## config.mk

```make
export PLATFORM = sky130hd
export DESIGN_NAME = host_power_button_sequencer
export DESIGN_NICKNAME = d
export VERILOG_FILES = /design/src/hdl/hpbs_pkg.sv /design/src/hdl/host_power_button_sequencer.sv /design/src/hdl/hpbs_front.sv /design/src/hdl/hpbs_back.sv
export SDC_FILE = /design/constraint.sdc
export NUM_CORES = 1
export LEC_CHECK = 0
export BUFFER_PORTS_ARGS = -buffer_cell sky130_fd_sc_hd__clkbuf_2
export CORE_MARGIN = 4
export CORE_UTILIZATION = 50
export CTS_CLUSTER_DIAMETER = 150
export DETAILED_ROUTE_END_ITERATION = 10
export GPL_ROUTABILITY_DRIVEN = 0
export PLACE_DENSITY = 0.66
export SKIP_LAST_GASP = 1
export SYNTH_ARGS = -nofsm -noshare
export SYNTH_HDL_FRONTEND = slang
export SYNTH_SLANG_ARGS = --single-unit
```

## constraint.sdc

```tcl
create_clock -name clk_i -period 10.6 [get_ports clk_i]
set_input_delay 1.06 -clock clk_i [delete_from_list [all_inputs] [get_ports clk_i]]
set_output_delay 1.06 -clock clk_i [all_outputs]
set_load 0.02 [all_outputs]
```

## src/hdl/hpbs_pkg.sv

```systemverilog
// Shared types, register indexes and constants of the host power button sequencer.
`default_nettype none
package hpbs_pkg;

  // Item kinds carried in the input tuser field
  typedef enum logic [1:0] {
    OP_TICK    = 2'd0,
    OP_START   = 2'd1,
    OP_STOP    = 2'd2,
    OP_STANDBY = 2'd3
  } op_e;

  // Action that currently holds the lockout
  typedef enum logic [1:0] {
    ACT_NONE    = 2'd0,
    ACT_START   = 2'd1,
    ACT_STOP    = 2'd2,
    ACT_STANDBY = 2'd3
  } act_e;

  // Configuration register indexes
  localparam int unsigned CFG_IDX_W = 3;
  localparam int unsigned CFG_DATA_W = 20;
  localparam logic [CFG_IDX_W-1:0] REG_BOOT_HOLD     = 3'd0;
  localparam logic [CFG_IDX_W-1:0] REG_SHUTDOWN_HOLD = 3'd1;
  localparam logic [CFG_IDX_W-1:0] REG_STANDBY_PULSE = 3'd2;
  localparam logic [CFG_IDX_W-1:0] REG_STANDBY_WAIT  = 3'd3;
  localparam logic [CFG_IDX_W-1:0] REG_START_LOCKOUT = 3'd4;
  localparam logic [CFG_IDX_W-1:0] REG_STOP_LOCKOUT  = 3'd5;
  localparam logic [CFG_IDX_W-1:0] REG_MAIN_CYCLE    = 3'd6;

  // Reset values of the registers
  localparam logic [15:0] RST_BOOT_HOLD     = 16'd2100;
  localparam logic [15:0] RST_SHUTDOWN_HOLD = 16'd5100;
  localparam logic [15:0] RST_STANDBY_PULSE = 16'd100;
  localparam logic [15:0] RST_STANDBY_WAIT  = 16'd5000;
  localparam logic [19:0] RST_START_LOCKOUT = 20'd60000;
  localparam logic [19:0] RST_STOP_LOCKOUT  = 20'd60000;
  localparam logic [15:0] RST_MAIN_CYCLE    = 16'd500;

  // Phase flag bit positions
  localparam int unsigned PH_START = 0;
  localparam int unsigned PH_STOP  = 1;
  localparam int unsigned PH_PULSE = 2;
  localparam int unsigned PH_WAIT  = 3;

  // Depth of the queue between front and back
  localparam int unsigned QDEPTH = 2;

  typedef struct packed {
    logic [15:0] boot_hold;
    logic [15:0] shutdown_hold;
    logic [15:0] standby_pulse;
    logic [15:0] standby_wait;
    logic [19:0] start_lockout;
    logic [19:0] stop_lockout;
    logic [15:0] main_cycle;
  } cfg_t;

  typedef struct packed {
    op_e  op;
    logic pin;
  } item_t;

  typedef struct packed {
    logic       host_running_seen;
    logic       request_refused;
    logic [1:0] active_action;
    logic       display_button;
    logic       power_button;
  } res_t;

endpackage
`default_nettype wire

```

## src/hdl/host_power_button_sequencer.sv

```systemverilog
// Top level of the host power button sequencer: stream ports, configuration registers.
// A word accepted into the queue passes through the back end into the result register.
// Throughput: one word per cycle sustained; the back end retires one queued word per cycle
//   whenever its result register is empty or being drained.
// A two-word queue parts the input from the back end, so input and output stall on their own.
// Reset (rst_ni low, asynchronous): time and state clear, buttons released, no lockout,
//   host seen off, configuration registers back to their default values.
`default_nettype none
module host_power_button_sequencer
  import hpbs_pkg::*;
#(
  parameter int unsigned TIME_BITS = 32
) (
  input  wire logic                  clk_i,
  input  wire logic                  rst_ni,
  // input stream
  input  wire logic                  s_axis_tvalid,
  output      logic                  s_axis_tready,
  input  wire logic [7:0]            s_axis_tdata,   // [0] host_running_pin, [7:1] zero
  input  wire logic [1:0]            s_axis_tuser,   // [1:0] cmd
  // result stream
  output      logic                  m_axis_tvalid,
  input  wire logic                  m_axis_tready,
  output      logic [7:0]            m_axis_tdata,   // [0] power_button, [1] display_button,
                                                     // [3:2] active_action,
                                                     // [4] request_refused,
                                                     // [5] host_running_seen, [7:6] zero
  // configuration write port
  input  wire logic                  cfg_we_i,
  input  wire logic [CFG_IDX_W-1:0]  cfg_idx_i,
  input  wire logic [CFG_DATA_W-1:0] cfg_data_i
);

  cfg_t  cfg_q;
  logic  item_valid;
  item_t item;
  logic  item_pop;
  res_t  res;

  // Configuration registers; unknown indexes drop the write
  always_ff @(posedge clk_i or negedge rst_ni) begin
    if (!rst_ni) begin
      cfg_q.boot_hold     <= RST_BOOT_HOLD;
      cfg_q.shutdown_hold <= RST_SHUTDOWN_HOLD;
      cfg_q.standby_pulse <= RST_STANDBY_PULSE;
      cfg_q.standby_wait  <= RST_STANDBY_WAIT;
      cfg_q.start_lockout <= RST_START_LOCKOUT;
      cfg_q.stop_lockout  <= RST_STOP_LOCKOUT;
      cfg_q.main_cycle    <= RST_MAIN_CYCLE;
    end else if (cfg_we_i) begin
      unique case (cfg_idx_i)
        REG_BOOT_HOLD:     cfg_q.boot_hold     <= cfg_data_i[15:0];
        REG_SHUTDOWN_HOLD: cfg_q.shutdown_hold <= cfg_data_i[15:0];
        REG_STANDBY_PULSE: cfg_q.standby_pulse <= cfg_data_i[15:0];
        REG_STANDBY_WAIT:  cfg_q.standby_wait  <= cfg_data_i[15:0];
        REG_START_LOCKOUT: cfg_q.start_lockout <= cfg_data_i;
        REG_STOP_LOCKOUT:  cfg_q.stop_lockout  <= cfg_data_i;
        REG_MAIN_CYCLE:    cfg_q.main_cycle    <= cfg_data_i[15:0];
        default: ;
      endcase
    end
  end

  // Front: classify the word and hold it in the queue
  hpbs_front u_front (
    .clk_i        (clk_i),
    .rst_ni       (rst_ni),
    .in_valid_i   (s_axis_tvalid),
    .in_ready_o   (s_axis_tready),
    .in_cmd_i     (s_axis_tuser),
    .in_pin_i     (s_axis_tdata[0]),
    .item_valid_o (item_valid),
    .item_o       (item),
    .item_pop_i   (item_pop)
  );

  // Back: advance time, run the button sequence, register the result
  hpbs_back #(
    .TIME_BITS (TIME_BITS)
  ) u_back (
    .clk_i        (clk_i),
    .rst_ni       (rst_ni),
    .cfg_i        (cfg_q),
    .item_valid_i (item_valid),
    .item_i       (item),
    .item_pop_o   (item_pop),
    .res_valid_o  (m_axis_tvalid),
    .res_ready_i  (m_axis_tready),
    .res_o        (res)
  );

  assign m_axis_tdata = {2'b00, res};

`ifndef ASSERT_OFF
  // The display button is only ever pressed together with the power button
  a_display_with_power: assert property (@(posedge clk_i) disable iff (!rst_ni)
    m_axis_tvalid |-> (m_axis_tdata[0] || !m_axis_tdata[1]))
    else $error("display button pressed without power button");

  // A pressed button always belongs to a locked action
  a_press_locked: assert property (@(posedge clk_i) disable iff (!rst_ni)
    (m_axis_tvalid && m_axis_tdata[0]) |-> (m_axis_tdata[3:2] != ACT_NONE))
    else $error("button pressed with no action locked");

  // The queue only fills up after a word was taken in
  a_ready_fall: assert property (@(posedge clk_i) disable iff (!rst_ni)
    $fell(s_axis_tready) |-> $past(s_axis_tvalid))
    else $error("input ready dropped without an accepted word");
`endif

endmodule
`default_nettype wire

```

## src/hdl/hpbs_front.sv

```systemverilog
// Front end: accept and classify input words into a short queue for the back end.
`default_nettype none
module hpbs_front
  import hpbs_pkg::*;
(
  input  wire logic       clk_i,
  input  wire logic       rst_ni,
  input  wire logic       in_valid_i,
  output      logic       in_ready_o,
  input  wire logic [1:0] in_cmd_i,
  input  wire logic       in_pin_i,
  output      logic       item_valid_o,
  output      item_t      item_o,
  input  wire logic       item_pop_i
);

  localparam int unsigned PtrW = (QDEPTH > 1) ? $clog2(QDEPTH) : 1;
  localparam int unsigned CntW = $clog2(QDEPTH + 1);

  item_t               mem_q [QDEPTH];
  logic [PtrW-1:0]     wr_ptr_q, wr_ptr_d;
  logic [PtrW-1:0]     rd_ptr_q, rd_ptr_d;
  logic [CntW-1:0]     count_q, count_d;
  logic                push;
  item_t               item_in;

  // Classify the command
  always_comb begin
    item_in.pin = in_pin_i;
    unique case (in_cmd_i)
      OP_START:   item_in.op = OP_START;
      OP_STOP:    item_in.op = OP_STOP;
      OP_STANDBY: item_in.op = OP_STANDBY;
      default:    item_in.op = OP_TICK;
    endcase
  end

  assign in_ready_o   = (count_q != CntW'(QDEPTH));
  assign push         = in_valid_i && in_ready_o;
  assign item_valid_o = (count_q != '0);
  assign item_o       = mem_q[rd_ptr_q];

  always_comb begin
    wr_ptr_d = wr_ptr_q;
    rd_ptr_d = rd_ptr_q;
    count_d  = count_q;
    if (push) begin
      wr_ptr_d = (wr_ptr_q == PtrW'(QDEPTH - 1)) ? '0 : wr_ptr_q + 1'b1;
    end
    if (item_pop_i) begin
      rd_ptr_d = (rd_ptr_q == PtrW'(QDEPTH - 1)) ? '0 : rd_ptr_q + 1'b1;
    end
    case ({push, item_pop_i})
      2'b10:   count_d = count_q + 1'b1;
      2'b01:   count_d = count_q - 1'b1;
      default: count_d = count_q;
    endcase
  end

  always_ff @(posedge clk_i or negedge rst_ni) begin
    if (!rst_ni) begin
      wr_ptr_q <= '0;
      rd_ptr_q <= '0;
      count_q  <= '0;
    end else begin
      wr_ptr_q <= wr_ptr_d;
      rd_ptr_q <= rd_ptr_d;
      count_q  <= count_d;
    end
  end

  always_ff @(posedge clk_i) begin
    if (push) begin
      mem_q[wr_ptr_q] <= item_in;
    end
  end

endmodule
`default_nettype wire

```

## src/hdl/hpbs_back.sv

```systemverilog
// Back end: timekeeping, button sequencing, lockouts and the registered result stage.
`default_nettype none
module hpbs_back
  import hpbs_pkg::*;
#(
  parameter int unsigned TIME_BITS = 32
) (
  input  wire logic  clk_i,
  input  wire logic  rst_ni,
  input  wire cfg_t  cfg_i,
  input  wire logic  item_valid_i,
  input  wire item_t item_i,
  output      logic  item_pop_o,
  output      logic  res_valid_o,
  input  wire logic  res_ready_i,
  output      res_t  res_o
);

  typedef logic [TIME_BITS-1:0] tm_t;

  function automatic logic elapsed(input tm_t now, input tm_t since, input tm_t span);
    tm_t diff;
    diff = now - since;
    return diff >= span;
  endfunction

  function automatic tm_t ext16(input logic [15:0] v);
    return {{(TIME_BITS-16){1'b0}}, v};
  endfunction

  function automatic tm_t ext20(input logic [19:0] v);
    return {{(TIME_BITS-20){1'b0}}, v};
  endfunction

  tm_t        now_q, now_d, now_n;
  tm_t        hold_q, hold_d;
  tm_t        stby_q, stby_d;
  tm_t        main_q, main_d;
  tm_t        trans_q, trans_d;
  logic [3:0] phase_q, phase_d, phase_t;
  act_e       lock_q, lock_d;
  logic       seen_q, seen_d;
  logic [1:0] btn_q, btn_d;
  logic       res_valid_q;
  res_t       res_q, res_d;

  logic       wait_done, start_done, stop_done, pulse_done, trans_hit;
  logic       stop_el, lock_el;
  tm_t        lock_span;
  logic       refused;

  assign item_pop_o  = item_valid_i && (!res_valid_q || res_ready_i);
  assign res_valid_o = res_valid_q;
  assign res_o       = res_q;
  assign now_n       = now_q + 1'b1;

  // Tick checks, all taken in parallel against the advanced time
  always_comb begin
    wait_done  = phase_q[PH_WAIT] && elapsed(now_n, stby_q, ext16(cfg_i.standby_wait));
    start_done = phase_q[PH_START] && elapsed(now_n, hold_q, ext16(cfg_i.boot_hold));
    // a start release restarts the hold timestamp before the stop check
    stop_el    = start_done ? (cfg_i.shutdown_hold == '0)
                            : elapsed(now_n, hold_q, ext16(cfg_i.shutdown_hold));
    stop_done  = phase_q[PH_STOP] && stop_el;
    pulse_done = phase_q[PH_PULSE] && elapsed(now_n, stby_q, ext16(cfg_i.standby_pulse));
    trans_hit  = wait_done || start_done || stop_done;

    phase_t          = phase_q;
    phase_t[PH_START] = phase_q[PH_START] && !start_done;
    phase_t[PH_STOP]  = phase_q[PH_STOP] && !stop_done;
    phase_t[PH_PULSE] = phase_q[PH_PULSE] && !pulse_done;
    phase_t[PH_WAIT]  = (phase_q[PH_WAIT] && !wait_done) || pulse_done;

    case (lock_q)
      ACT_START:   lock_span = ext20(cfg_i.start_lockout);
      ACT_STOP:    lock_span = ext20(cfg_i.stop_lockout);
      ACT_STANDBY: lock_span = ext16(cfg_i.standby_wait);
      default:     lock_span = '0;
    endcase
    lock_el = trans_hit ? (lock_span == '0) : elapsed(now_n, trans_q, lock_span);
  end

  always_comb begin
    now_d   = now_q;
    hold_d  = hold_q;
    stby_d  = stby_q;
    main_d  = main_q;
    trans_d = trans_q;
    phase_d = phase_q;
    lock_d  = lock_q;
    seen_d  = seen_q;
    btn_d   = btn_q;
    refused = 1'b0;

    if (item_i.op == OP_TICK) begin
      now_d   = now_n;
      phase_d = phase_t;
      if (start_done || stop_done) begin
        hold_d   = now_n;
        btn_d[0] = 1'b0;
      end
      if (trans_hit) begin
        trans_d = now_n;
      end
      if (pulse_done) begin
        btn_d  = 2'b00;
        stby_d = now_n;
      end
      // main cycle: sample host status and release an expired lockout
      if (phase_t == '0 && elapsed(now_n, main_q, ext16(cfg_i.main_cycle))) begin
        seen_d = item_i.pin;
        main_d = now_n;
        if (lock_q != ACT_NONE && lock_el) begin
          lock_d = ACT_NONE;
        end
      end
    end else if (lock_q != ACT_NONE) begin
      refused = 1'b1;
    end else begin
      unique case (item_i.op)
        OP_START: begin
          if (phase_q[PH_START] || seen_q) begin
            refused = 1'b1;
          end else begin
            phase_d[PH_START] = 1'b1;
            lock_d            = ACT_START;
            btn_d[0]          = 1'b1;
            hold_d            = now_q;
          end
        end
        OP_STOP: begin
          if (phase_q[PH_STOP] || !seen_q) begin
            refused = 1'b1;
          end else begin
            phase_d[PH_STOP] = 1'b1;
            lock_d           = ACT_STOP;
            btn_d[0]         = 1'b1;
            hold_d           = now_q;
          end
        end
        default: begin
          if (phase_q[PH_PULSE] || phase_q[PH_WAIT] || !seen_q) begin
            refused = 1'b1;
          end else begin
            phase_d[PH_PULSE] = 1'b1;
            lock_d            = ACT_STANDBY;
            btn_d             = 2'b11;
            stby_d            = now_q;
          end
        end
      endcase
    end

    res_d.power_button      = btn_d[0];
    res_d.display_button    = btn_d[1];
    res_d.active_action     = lock_d;
    res_d.request_refused   = refused;
    res_d.host_running_seen = seen_d;
  end

  always_ff @(posedge clk_i or negedge rst_ni) begin
    if (!rst_ni) begin
      now_q       <= '0;
      hold_q      <= '0;
      stby_q      <= '0;
      main_q      <= '0;
      trans_q     <= '0;
      phase_q     <= '0;
      lock_q      <= ACT_NONE;
      seen_q      <= 1'b0;
      btn_q       <= 2'b00;
      res_valid_q <= 1'b0;
    end else begin
      if (item_pop_o) begin
        now_q   <= now_d;
        hold_q  <= hold_d;
        stby_q  <= stby_d;
        main_q  <= main_d;
        trans_q <= trans_d;
        phase_q <= phase_d;
        lock_q  <= lock_d;
        seen_q  <= seen_d;
        btn_q   <= btn_d;
      end
      if (item_pop_o) begin
        res_valid_q <= 1'b1;
      end else if (res_ready_i) begin
        res_valid_q <= 1'b0;
      end
    end
  end

  always_ff @(posedge clk_i) begin
    if (item_pop_o) begin
      res_q <= res_d;
    end
  end

endmodule
`default_nettype wire

```

==> key figures <==
Critical path
  – Cell Chain, Critical Path: nand3_2, nor3_2, and3_1, nand2_1, nor3_1, and3_1, nand3_1, nor3_1, xor2_1, ha_1, a21oi_1, nand2b_1, o21ai_0, o211ai_1, or3_1, a211oi_1, nand4_1, nor4_4, a211oi_2, a211o_4, nor2_8, mux2_2
  – Delay-heaviest family, CP: simple AND/OR/NAND/NOR gates
  – CP startpoint kind: flop
  – R2R Path End: u_back.main_q[4]
  – CP required: 11050 ps
  – Buffers plus inverters on the worst setup path: 0
  – R2R cell count: 22
  – R2r startpoint: u_back.now_q[0]
  – CP max FO: 33
  – Critical Path Source: u_back.now_q[0]
  – Crit path depth: 22
  – Slowest CP cell: xor2_1
  – Reg2Reg Setup Slack: 1970 ps
  – Critical path type: flop to flop
  – Largest stage delay, worst path: 770 ps
  – Worst setup EP type: flop
  – Crit path DAT: 9090 ps
  – End of the critical path: u_back.main_q[4]

Timing
  – FMAX: 0.1158 GHz
  – Measured slew at the worst slew-check pin: 1071 ps
  – Post-route setup slack: 1967 ps
  – Final Hold Viols: 0
  – Setup violators final: 0
  – Period utilization: 0.8144
  – Clock skew: 21.36 ps
  – Worst slew margin: 0.2822
  – Fin crit period: 8633 ps
  – RSZ-0062 raised after global routing: no
  – Setup tns final: 0 ps
  – Max-slew violations: 0

Floorplan
  – Cell Rows: 79
  – Initial Util: 0.5072
  – Core area: 46650 µm²
  – Die Width: 225.6 µm
  – Boundary Pins: 48
  – Die extent in y: 225.6 µm
  – DIE AREA: 50870 µm²

CTS
  – TritonCTS clock tree: done
  – Postcts setup bufs: 0
  – Post_cts resized: 0
  – Root buffer cell: clkbuf_16
  – CTS buffer count: 38
  – Clk slew on worst S/H paths: 60 ps
  – CTS Hold Bufs: 0
  – Clock Path Buffers: 3
  – Clk_lat worst skew: 570 ps
  – Clock Sinks: 306
  – H-tree depth: 2

Placement
  – Place WS: 2171 ps
  – HPWL Detailed: 48.91 mm
  – Port bufs: 38

Global route
  – Pin count of the biggest net entering global routing: 175
  – First-pass GRT wire length: 103.4 mm
  – Number of global-route vias before repair: 19280
  – Total gr overflow: 0
  – Gr usage total: 0.2538
  – Initial antenna violation count: 0

Route
  – Routed WL per cell: 19.46 µm
  – Detailed-route wire length: 65.02 mm
  – DRT Pass-1 Iters: 6
  – DR vias: 19950
  – First-iteration detailed-routing DRC count: 1656
  – ANT nets after route: 0
  – Vias per cell: 5.969
  – DRC viols: 0

Status
  – Status: finished, final reports clean

Logic synthesis
  – Synth Flop Type: dfrtp_1
  – Ys async rst share: 0.9608
  – Cell Area, Synth: 23660 µm²
  – Syn avg cell area: 8.687 µm²
  – Post-synthesis cell count: 2724
  – Number of synthesized flops with an enable pin: 12
  – Synth cell types: 86
  – Synthesis-stage register bit count: 306
  – Synth Warn #: 0
  – Seq/Total Area, Yosys: 0.3282

Job
  – Max-cap violations: 0

Pwr
  – Peak supply drop: 0.1697 mV
  – Power per cell area: 317.0 nW/µm²
  – P_leak: 11.81 nW

Min path
  – Hold Path Stages: 1
  – Hold/Removal Path Class: flop to flop

Finish
  – Nets@finish: 2977
  – Fillers: 4279
  – Share of layout cells above drive strength 1: 0.1229
  – Area grow syn2layout: 8.132%
  – Antenna fix cells: 0
sequential cells by signal, summed over array words and instances (netlist names), 2 cells and up:
| signal | flops |
|---|---|
| cfg_q | 120 |
| u_back.btn_q | 2 |
| u_back.hold_q | 32 |
| u_back.lock_q | 2 |
| u_back.main_q | 32 |
| u_back.now_q | 32 |
| u_back.phase_q | 4 |
| u_back.res_o | 6 |
| u_back.stby_q | 32 |
| u_back.trans_q | 32 |
| u_front.count_q | 2 |
| u_front.mem_q | 6 |
cells in the final DEF (no fill, tap or decap), types with 15 or more instances in the layout:
cell / netlist / final
nor2_1: 170 / 169
o21ai_0: 217 / 217
inv_1: 251 / 251
nand3_1: 48 / 48
a211oi_1: 26 / 26
nor2b_1: 22 / 22
a21oi_1: 187 / 186
or3_1: 15 / 15
clkbuf_2: 1 / 37
mux2_4: 27 / 27
mux2_2: 100 / 100
nand4_1: 49 / 49
clkbuf_16: 0 / 39
a31oi_1: 22 / 20
ha_1: 230 / 229
xnor2_1: 128 / 128
dfrtp_1: 254 / 254
a22oi_1: 23 / 23
o22ai_1: 23 / 23
o21a_1: 45 / 45
and3_1: 30 / 30
buf_4: 12 / 34
nand2_1: 288 / 288
nor3_1: 32 / 29
o211ai_1: 16 / 16
nand2b_1: 30 / 30
dfstp_2: 40 / 40
xor2_1: 59 / 59
a21o_1: 53 / 53
cells in the mapped netlist (all sizes together) (5+ instances only):
cell type,count,area share
a2111oi,5,0.0019
a211o,8,0.0033
a211oi,27,0.0088
a21o,55,0.018
a21oi,187,0.040
a221oi,7,0.0026
a22oi,23,0.0073
a31o,6,0.0022
a31oi,22,0.0058
and2,9,0.0024
and3,30,0.0079
buf,43,0.012
clkbuf,90,0.014
dfrtp,254,0.27
dfstp,40,0.044
edfxtp,12,0.015
ha,230,0.12
inv,251,0.040
mux2,127,0.065
mux2i,12,0.0051
nand2,288,0.046
nand2b,30,0.0079
nand3,49,0.011
nand4,49,0.013
nand4b,5,0.0019
nor2,171,0.028
nor2b,22,0.0058
nor3,34,0.0076
nor3b,9,0.0031
nor4,16,0.0051
o2111ai,10,0.0037
o211ai,17,0.0056
o21a,45,0.014
o21ai,218,0.046
o21bai,14,0.0044
o22ai,23,0.0061
o31a,7,0.0026
o31ai,9,0.0034
or2,9,0.0024
or3,15,0.0040
xnor2,128,0.047
xor2,59,0.022
kinds of logic after synthesis:
kind of cell,after synthesis,synth area share
AOI/OAI and AO/OA,720,0.1903
xor gates and xnor gates,187,0.06921
adders and majority gates,234,0.1250
buffers and inverters,384,0.06614
DFF,306,0.3282
muxes,139,0.06979
other,1,0.0001585
and+or+nand+nor,753,0.1511
power breakdown:
group	switching, W	total (W)	internal (W)
clock network	0.000536	0.00132	0.000780
registers	0.000195	0.00171	0.00151
logic	0.00299	0.00509	0.00210
metal layers:
layer,up-vias,share of wire,global-route usage,routed length [µm]
met5,-,0,0,0
met4,0,0.038,0.09899,2497
met3,148,0.064,0.03491,4153
met2,675,0.44,0.3964,28700
met1,9588,0.46,0.3591,29670
li1,9538,-,-,-
through the flow:
| step | power (W) | util | instance area, µm² | std cells | hold slack (ps) |
|---|---|---|---|---|---|
| after floorplan | 0.005430 | - | 23670 | 2725 | 460.8 |
| after global placement | 0.006531 | 0.5218 | 24340 | 3272 | 477.3 |
| after detailed placement | 0.006718 | 0.5218 | 24340 | 3272 | 490.5 |
| after CTS | 0.008086 | 0.5485 | 25590 | 3342 | 501.9 |
| after global routing | 0.008803 | 0.5485 | 25590 | 3342 | 520.6 |
| final | 0.008112 | 0.5485 | 25590 | 3342 | 497.7 |
worst min-delay path by stage:
stage	to	slack (ps)	from
finish	u_front.wr_ptr_q	500	u_front.wr_ptr_q
global route	u_back.main_q[16]	520	u_back.main_q[16]
CTS	u_back.now_q[30]	500	u_back.now_q[30]
detailed placement	u_back.now_q[30]	490	u_back.now_q[30]
global placement	u_front.wr_ptr_q	480	u_front.wr_ptr_q
floorplan	u_front.wr_ptr_q	460	u_front.wr_ptr_q
area by class of cell:
cell class                      count  area, µm²  share of cell area
Multi-Input combinational cell   2035      14400              0.5627
Sequential cell                   306       7767              0.3036
Clock buffer                       59       1121             0.04381
Inverter                          251      942.2             0.03682
Tap cell                          607      759.5             0.02968
Timing Repair Buffer               73      475.5             0.01858
Clock inverter                     11      123.9            0.004841
Note: power is estimated with default switching activity, not from simulation.
